$ cat src/design/pid_controller_with_anti_windup_defines.svh
// ----------------------------------------------------------------------------
// pid_controller_with_anti_windup_defines.svh
// Assertion macros used by the PID controller design file.
// ----------------------------------------------------------------------------
`ifndef PID_CONTROLLER_WITH_ANTI_WINDUP_DEFINES_SVH
`define PID_CONTROLLER_WITH_ANTI_WINDUP_DEFINES_SVH

`ifndef NO_ASSERTIONS

// Antecedent and consequent checked at the same clock edge.
`define PIDAW_ASSERT_SAME(label, ante, cons) \
    label: assert property (@(posedge aclk) disable iff (!aresetn) (ante) |-> (cons)) \
        else $error("assertion failed: same-cycle implication");

// Consequent checked at the clock edge after the antecedent.
`define PIDAW_ASSERT_NEXT(label, ante, cons) \
    label: assert property (@(posedge aclk) disable iff (!aresetn) (ante) |=> (cons)) \
        else $error("assertion failed: next-cycle implication");

`else

`define PIDAW_ASSERT_SAME(label, ante, cons)
`define PIDAW_ASSERT_NEXT(label, ante, cons)

`endif

`endif

$ cat src/design/pidaw_pkg.sv
// ----------------------------------------------------------------------------
// pidaw_pkg
// Types, register map and arithmetic helpers of the PID controller.
// ----------------------------------------------------------------------------
package pidaw_pkg;

    localparam int GAIN_W   = 20;
    localparam int LIMIT_W  = 23;
    localparam int SAMPLE_W = 16;
    localparam int ERR_W    = SAMPLE_W + 1;
    localparam int ACC_W    = 32;
    localparam int DRIVE_W  = 24;
    localparam int ADDR_W   = 5;
    localparam int DATA_W   = 32;

    localparam logic [GAIN_W-1:0]  PROP_GAIN_RST      = 20'd10240;
    localparam logic [GAIN_W-1:0]  INTEG_GAIN_RST     = 20'd0;
    localparam logic [GAIN_W-1:0]  DERIV_GAIN_RST     = 20'd0;
    localparam logic [LIMIT_W-1:0] INTEGRAL_LIMIT_RST = 23'd1000;
    localparam logic [LIMIT_W-1:0] OUTPUT_LIMIT_RST   = 23'd5000;

    // Register index, taken from paddr[4:2].
    typedef enum logic [2:0] {
        REG_PROP_GAIN      = 3'd0,
        REG_INTEG_GAIN     = 3'd1,
        REG_DERIV_GAIN     = 3'd2,
        REG_INTEGRAL_LIMIT = 3'd3,
        REG_OUTPUT_LIMIT   = 3'd4
    } reg_idx_t;

    // Saturate a 33-bit signed sum to the signed 32-bit accumulator range.
    function automatic logic signed [ACC_W-1:0] sat_acc(input logic signed [ACC_W:0] v);
        logic signed [ACC_W-1:0] r;
        if (v[ACC_W] != v[ACC_W-1]) begin
            r = v[ACC_W] ? {1'b1, {(ACC_W-1){1'b0}}} : {1'b0, {(ACC_W-1){1'b1}}};
        end else begin
            r = v[ACC_W-1:0];
        end
        return r;
    endfunction

endpackage

$ cat src/design/pid_controller_with_anti_windup.sv
// ----------------------------------------------------------------------------
// pid_controller_with_anti_windup
// Fixed-point PID controller with integral clamp anti-windup.
// ----------------------------------------------------------------------------
//
//  Channel  | Direction | Handshake              | Payload
//  ---------+-----------+------------------------+------------------------------
//  s_       | in        | s_valid / s_ready      | s_setpoint, s_measured (16 s)
//  m_       | out       | m_valid / m_ready      | m_drive (24 s)
//  APB      | in        | psel/penable/pwrite    | paddr (5), pwdata/prdata (32)
//
// One transfer is accepted per cycle while no stall on m_ready holds the
// output register. A sample is held in the input register and is computed
// into the output register when that register can take it; the loop from
// the accumulator through the integral multiplier and clamp sets the cycle.
// Reset is synchronous and active low; it clears the accumulator, the kept
// error and both valid flags, and loads the register defaults.
// A stall on m_ready holds the output register; the input register still
// takes a transfer while it is empty, after which s_ready falls.
//
module pid_controller_with_anti_windup (
    input  logic                                 aclk,
    input  logic                                 aresetn,
    // Sample input channel
    input  logic                                 s_valid,
    output logic                                 s_ready,
    input  logic signed [pidaw_pkg::SAMPLE_W-1:0] s_setpoint,
    input  logic signed [pidaw_pkg::SAMPLE_W-1:0] s_measured,
    // Drive output channel
    output logic                                 m_valid,
    input  logic                                 m_ready,
    output logic signed [pidaw_pkg::DRIVE_W-1:0] m_drive,
    // Configuration port
    input  logic                                 psel,
    input  logic                                 penable,
    input  logic                                 pwrite,
    input  logic [pidaw_pkg::ADDR_W-1:0]         paddr,
    input  logic [pidaw_pkg::DATA_W-1:0]         pwdata,
    output logic [pidaw_pkg::DATA_W-1:0]         prdata,
    output logic                                 pready
);
    import pidaw_pkg::*;

    `include "pid_controller_with_anti_windup_defines.svh"

    // ------------------------------------------------------------------
    // Configuration registers
    // ------------------------------------------------------------------
    logic [GAIN_W-1:0]  prop_gain_reg;
    logic [GAIN_W-1:0]  integ_gain_reg;
    logic [GAIN_W-1:0]  deriv_gain_reg;
    logic [LIMIT_W-1:0] integral_limit_reg;
    logic [LIMIT_W-1:0] output_limit_reg;

    logic     cfg_wr;
    reg_idx_t cfg_idx;

    assign pready  = 1'b1;
    assign cfg_wr  = psel & penable & pwrite;
    assign cfg_idx = reg_idx_t'(paddr[4:2]);

    always_ff @(posedge aclk) begin
        if (!aresetn) begin
            prop_gain_reg      <= PROP_GAIN_RST;
            integ_gain_reg     <= INTEG_GAIN_RST;
            deriv_gain_reg     <= DERIV_GAIN_RST;
            integral_limit_reg <= INTEGRAL_LIMIT_RST;
            output_limit_reg   <= OUTPUT_LIMIT_RST;
        end else if (cfg_wr) begin
            case (cfg_idx)
                REG_PROP_GAIN:      prop_gain_reg      <= pwdata[GAIN_W-1:0];
                REG_INTEG_GAIN:     integ_gain_reg     <= pwdata[GAIN_W-1:0];
                REG_DERIV_GAIN:     deriv_gain_reg     <= pwdata[GAIN_W-1:0];
                REG_INTEGRAL_LIMIT: integral_limit_reg <= pwdata[LIMIT_W-1:0];
                REG_OUTPUT_LIMIT:   output_limit_reg   <= pwdata[LIMIT_W-1:0];
                default: begin
                    // Addresses past the register list are ignored.
                end
            endcase
        end
    end

    // Read data is combinational; unmapped addresses read as zero.
    always_comb begin
        case (cfg_idx)
            REG_PROP_GAIN:      prdata = {{(DATA_W-GAIN_W){1'b0}}, prop_gain_reg};
            REG_INTEG_GAIN:     prdata = {{(DATA_W-GAIN_W){1'b0}}, integ_gain_reg};
            REG_DERIV_GAIN:     prdata = {{(DATA_W-GAIN_W){1'b0}}, deriv_gain_reg};
            REG_INTEGRAL_LIMIT: prdata = {{(DATA_W-LIMIT_W){1'b0}}, integral_limit_reg};
            REG_OUTPUT_LIMIT:   prdata = {{(DATA_W-LIMIT_W){1'b0}}, output_limit_reg};
            default:            prdata = '0;
        endcase
    end

    // ------------------------------------------------------------------
    // Handshake: input register feeding the output register
    // ------------------------------------------------------------------
    logic                       in_valid_reg;
    logic signed [SAMPLE_W-1:0] setpoint_reg;
    logic signed [SAMPLE_W-1:0] measured_reg;
    logic                       out_valid_reg;
    logic signed [DRIVE_W-1:0]  drive_reg;
    logic                       advance;   // output register can take a result
    logic                       fire;      // a sample is computed this cycle

    assign advance = !out_valid_reg || m_ready;
    assign fire    = in_valid_reg && advance;
    assign s_ready = !in_valid_reg || advance;
    assign m_valid = out_valid_reg;
    assign m_drive = drive_reg;

    always_ff @(posedge aclk) begin
        if (!aresetn) begin
            in_valid_reg  <= 1'b0;
            out_valid_reg <= 1'b0;
        end else begin
            if (s_ready) begin
                in_valid_reg <= s_valid;
            end
            if (advance) begin
                out_valid_reg <= in_valid_reg;
            end
        end
    end

    always_ff @(posedge aclk) begin
        if (s_valid && s_ready) begin
            setpoint_reg <= s_setpoint;
            measured_reg <= s_measured;
        end
    end

    // ------------------------------------------------------------------
    // Control law
    // ------------------------------------------------------------------
    logic signed [ACC_W-1:0]  error_sum_reg;
    logic signed [ACC_W-1:0]  error_sum_next;
    logic signed [ERR_W-1:0]  prev_error_reg;

    logic signed [ERR_W-1:0]  err;
    logic signed [ERR_W:0]    err_delta;
    logic signed [ACC_W-1:0]  acc_add;
    logic signed [ACC_W-1:0]  acc_sub;
    logic signed [37:0]       p_prod;
    logic signed [52:0]       i_prod;
    logic signed [38:0]       d_prod;
    logic signed [29:0]       p_term;
    logic signed [44:0]       i_term;
    logic signed [30:0]       d_term;
    logic signed [44:0]       ilim_s;
    logic                     i_hi;
    logic                     i_lo;
    logic signed [DRIVE_W-1:0] i_clamped;
    logic signed [31:0]       total;
    logic signed [31:0]       olim_s;
    logic signed [DRIVE_W-1:0] drive_next;

    always_comb begin
        err       = ERR_W'(setpoint_reg) - ERR_W'(measured_reg);
        err_delta = (ERR_W+1)'(err) - (ERR_W+1)'(prev_error_reg);

        // The accumulator only adds the error while the integral gain is nonzero.
        acc_add = (integ_gain_reg != '0)
                ? sat_acc((ACC_W+1)'(error_sum_reg) + (ACC_W+1)'(err))
                : error_sum_reg;

        p_prod = $signed({1'b0, prop_gain_reg}) * err;
        i_prod = $signed({1'b0, integ_gain_reg}) * acc_add;
        d_prod = $signed({1'b0, deriv_gain_reg}) * err_delta;

        // Dropping the low eight bits is a flooring arithmetic shift.
        p_term = p_prod[37:8];
        i_term = i_prod[52:8];
        d_term = d_prod[38:8];

        // Anti-windup: reaching either limit backs this error out again,
        // which also happens with a zero gain when the limit is zero.
        ilim_s  = $signed({22'd0, integral_limit_reg});
        i_hi    = (i_term >= ilim_s);
        i_lo    = (i_term <= -ilim_s);
        acc_sub = sat_acc((ACC_W+1)'(acc_add) - (ACC_W+1)'(err));

        if (i_hi) begin
            i_clamped      = $signed({1'b0, integral_limit_reg});
            error_sum_next = acc_sub;
        end else if (i_lo) begin
            i_clamped      = -$signed({1'b0, integral_limit_reg});
            error_sum_next = acc_sub;
        end else begin
            // Strictly inside the limit, so the term fits the drive width.
            i_clamped      = i_term[DRIVE_W-1:0];
            error_sum_next = acc_add;
        end

        total  = 32'(p_term) + 32'(i_clamped) + 32'(d_term);
        olim_s = $signed({9'd0, output_limit_reg});
        if (total >= olim_s) begin
            drive_next = olim_s[DRIVE_W-1:0];
        end else if (total <= -olim_s) begin
            drive_next = DRIVE_W'(-olim_s);
        end else begin
            drive_next = total[DRIVE_W-1:0];
        end
    end

    always_ff @(posedge aclk) begin
        if (!aresetn) begin
            error_sum_reg  <= '0;
            prev_error_reg <= '0;
        end else if (fire) begin
            error_sum_reg  <= error_sum_next;
            prev_error_reg <= err;
        end
    end

    always_ff @(posedge aclk) begin
        if (fire) begin
            drive_reg <= drive_next;
        end
    end

    // ------------------------------------------------------------------
    // Assertions
    // ------------------------------------------------------------------
    `PIDAW_ASSERT_NEXT(a_fire_fills_output, fire, out_valid_reg)
    `PIDAW_ASSERT_NEXT(a_state_holds_when_idle, !fire,
        $stable(error_sum_reg) && $stable(prev_error_reg))
    `PIDAW_ASSERT_SAME(a_backpressure, in_valid_reg && out_valid_reg && !m_ready, !s_ready)
    `PIDAW_ASSERT_SAME(a_drive_symmetric, m_valid, m_drive != {1'b1, {(DRIVE_W-1){1'b0}}})

endmodule

$ cat config.mk
export PLATFORM = sky130hd
export DESIGN_NAME = pid_controller_with_anti_windup
export DESIGN_NICKNAME = d
export VERILOG_FILES = /design/src/design/pidaw_pkg.sv /design/src/design/pid_controller_with_anti_windup.sv
export VERILOG_INCLUDE_DIRS = /design/src /design/src/design
export SDC_FILE = /design/constraint.sdc
export NUM_CORES = 2
export LEC_CHECK = 0
export ABC_CLOCK_PERIOD_IN_PS = 55600
export BUFFER_PORTS_ARGS = -buffer_cell sky130_fd_sc_hd__clkbuf_2
export CAP_MARGIN = 20
export CORE_ASPECT_RATIO = 0.8
export CORE_UTILIZATION = 63
export CTS_BUF_LIST = sky130_fd_sc_hd__clkbuf_8 sky130_fd_sc_hd__clkbuf_16
export DETAILED_ROUTE_END_ITERATION = 6
export PLACE_DENSITY = 0.79
export SYNTH_ARGS = -nofsm -noshare
export SYNTH_HDL_FRONTEND = slang
export SYNTH_SLANG_ARGS = --single-unit
$ cat constraint.sdc
create_clock -name aclk -period 55.6 [get_ports aclk]
set_clock_uncertainty 0.1 [all_clocks]
set_input_delay 5.56 -clock aclk [delete_from_list [all_inputs] [get_ports aclk]]
set_output_delay 5.56 -clock aclk [all_outputs]
set_load 0.05 [all_outputs]
==> summary.md <==
| Metric | Value |
|---|---|
| Total Wirelength | `around 190 mm` |
| CP Class | `reg2reg` |
| Final Cycle Share | `47.7%` |
| Crit path capture type | `flip-flop` |
| CP max stage cell | `o21a_1` |
| Synth cell types | `just under 90` |
| Hold Crit Class | `reg2reg` |
| Placed insts | `8908` |
| DIE AREA | `approximately 110000 µm²` |
| Mux share of post-synthesis cell area | `less than 1%` |
| Min Tclk post-route | `around 26000 ps` |
| DRT iter0 DRCs | `about 5200` |
| Dpl hpwl | `about 150 mm` |
| Cell type with the largest total area after synthesis | `fa_1` |
| Vias | `~53000` |
| Ys async rst share | `0%` |
| Synth Area in Adders | `49.8%` |
| Failing checks | `DRC` |
| Post-cts resize count | `0` |
| Hold_buf cts | `0` |
| # nets final | `9495` |
| DRC | `4` |
| Worst-margin pin slew | `1180 ps` |
| Count of final max-slew check failures | `0` |
| Total of max-cap violations | `0` |
| Outcome | `complete, but fails checks` |
| Routed len/inst | `approximately 21 µm` |
| Critical Path Start Type | `flip-flop` |
| Peak Freq | `between 30 and 40 MHz` |
| Vias/cell | `5.95` |
| Starting Density | `63.8%` |
| Synth-to-Final Area Change | `4.35%` |
| P_leak | `between 30 and 40 nW` |
| Routed Antenna Nets | `0` |
| Num Clock Sinks | `approximately 210` |
| Post-route setup TNS | `0 ps` |
| Setup repair bufs after CTS | `0` |
| Largest net degree at the start of global routing | `roughly 110` |
| WP data required | `around 56000 ps` |
| GRT Overall Usage | `a little under two fifths` |
| CP peak stage delay | `910 ps` |
| Max reg flops | `32` |
| Syn Inst Count | `roughly 7700` |
| Height of the die | `a little under 300 µm` |
| Clk_lat worst skew | `approximately 600 ps` |
| Clock-pin slew of the registers on the worst-case setup and hold paths | `~70 ps` |
| H-tree depth | `1` |
| Row Count | `between 100 and 150` |
| GRT Residual Overflow | `0` |
| Register bit count reported by yosys | `between 200 and 250` |
| CTS root buf | `clkbuf_16` |
| Share of cells above drive strength 1 | `~5.4%` |
| Hold_ws | `around 370 ps` |
| Routability congestion estimate | `between 1 and 1.5` |
| Pwr Density | `about 36 nW/µm²` |
| Ys flop type | `dfxtp_1` |
| Post-synth top area share | `around 37%` |
| CTS Buf Count | `27` |
| Io pins | `roughly 140` |
| Critical path arrival | `around 27000 ps` |
| Area share of and/or/nand/nor cells after synthesis | `between 10% and 20%` |
| Rel. slew slack | `21.5%` |
| Pre-Repair DR Iteration Count | `7` |
| IO Port Bufs | `roughly 110` |
| Final setup violation count | `0` |
| Vias in the first global route | `between 50000 and 60000` |
| Number of flops mapped to enable cells by yosys | `56` |
| Final Hold Viols | `0` |
| CTS tree | `done` |
| Initial antenna violation count | `5` |
| Worst Path Max Fanout | `64` |
| Final non-filler cell total | `roughly 9000` |
| Synth Cell Area | `around 66000 µm²` |
| Ranking of synthesized cells by area | `fa_1 (37%), ha_1 (12%), inv_1 (8.2%)` |
| Die X | `approximately 360 µm` |
| Filler cell count | `a little over 8000` |
| RSZ-0062 raised after global routing | `no` |
| Max Buffers Root-to-Sink | `3` |
| Global-route wire length before repair | `slightly above 300 mm` |
| Crit-path most repeated cell | `a21oi_1` |
| Main combinational cell family by area after synthesis | `adder cells` |
| Synth Area in XOR/XNOR | `under 10%` |
| Core footprint | `slightly above 100000 µm²` |
| Syn Area/Cell | `~8.5 µm²` |
| Compound-cell area share of the yosys netlist | `around 11%` |
| YS warnings | `0` |
| Worst vdd rail ir drop | `around 0.1 mV` |
| Sequential share of the synthesized area | `7.35%` |
[routing by layer]
metal | wire, µm | track usage (%)
met3 | 19800 | 6.45
met1 | 77700 | 51.4
met2 | 86400 | 58.6
met4 | 7410 | 12.5
met5 | 46 | 0
[layout make-up]
type                            count  area, µm²  share of cell area [%]
Clock buffer                       31        753                    1.10
Tap cell                         1391       1740                    2.54
Inverter                         1438       5400                    7.88
Timing Repair Buffer              236       1560                    2.27
Sequential cell                   213       4820                    7.05
Multi-Input combinational cell   5637      54000                    78.8
Clock inverter                     19        220                   0.322
Antenna cell                        3       7.51                  0.0110
[cell families after synthesis]
group / count (synthesis)
AND/OR/NAND/NOR: 2424
adder cells (fa/ha/maj): 1879
buffers and inverters: 1875
AO/OA/AOI/OAI: 1057
XOR/XNOR: 221
flip-flops: 213
multiplexers: 46
other: 2
[cells in the final DEF, fill, tap and decap left out, drive strengths merged, types with 62 or more instances in the layout]
cell type  Yosys  layout
nor2         220     220
o21a          62      62
nor3          82      82
fa          1225    1225
xor2          72      72
nand2b        94      94
xnor2        149     149
buf           26     124
and2         492     492
a21o          90      90
a21boi       137     137
inv         1438    1445
nor2b         75      75
dfxtp        157     157
ha           641     641
a21oi        232     232
nand2       1194    1194
o21ai        212     212
clkbuf       411     143
[path summary, 6_finish.rpt]
path / startpoint / endpoint / slack (ps) / cells after the start
worst max-delay path: setpoint_reg[0] / m_drive[20] / 29110 / 94
worst min-delay path: prev_error_reg[15] / prev_error_reg[15] / 370 / 2
worst max register to register: setpoint_reg[0] / m_drive[20] / 29110 / 94
worst min register to register: prev_error_reg[15] / prev_error_reg[15] / 370 / 2
[per-stage QoR]
| step | setup WS [ps] | utilization (%) | cell area, µm² | total power [W] |
|---|---|---|---|---|
| finish | 29110 | 66.6 | 68500 | 0.00246 |
| global route | 27860 | 66.6 | 68500 | 0.00265 |
| detailed placement | 29150 | 65.5 | 67400 | 0.00218 |
| CTS | 29010 | 66.4 | 68300 | 0.00240 |
| floorplan | 34120 | - | 65700 | 0.00161 |
| global placement | 29540 | 65.5 | 67400 | 0.00214 |
[where the power goes]
part	switching, W	leakage (nW)	internal (W)
Combinational	0.00132	32.2	0.000750
Clock	0.0000821	0.476	0.000113
Sequential	0.00000867	1.81	0.000184
Total	0.00141	34.4	0.00105
[worst max-delay path: cells and delay by family, from the launching register on]
family	cells	cell delay [ps]
fa+ha+maj	16	6800
mux	3	890
flops	1	360
xor+xnor	2	740
compound gates	46	11550
simple gates	15	2860
buf+inv	12	2880
[cell usage after synthesis, types with 26 or more instances]
| master | n |
|---|---|
| a21boi_0 | 135 |
| a21oi_1 | 231 |
| clkbuf_1 | 410 |
| nand2_1 | 1194 |
| nand2b_1 | 94 |
| and2_1 | 492 |
| nand4_1 | 57 |
| nor2_1 | 220 |
| o21a_1 | 62 |
| o21ai_0 | 208 |
| a31oi_1 | 49 |
| inv_1 | 1438 |
| nand3_1 | 51 |
| xor2_1 | 72 |
| nor3_1 | 81 |
| or3_1 | 26 |
| and3_1 | 28 |
| o211ai_1 | 30 |
| o21bai_1 | 30 |
| a211o_1 | 38 |
| or2_2 | 29 |
| edfxtp_1 | 56 |
| dfxtp_1 | 157 |
| mux2i_1 | 31 |
| a21o_1 | 90 |
| ha_1 | 641 |
| nor2b_1 | 75 |
| fa_1 | 1225 |
| xnor2_1 | 149 |
Power figures use the tool's default switching activity.
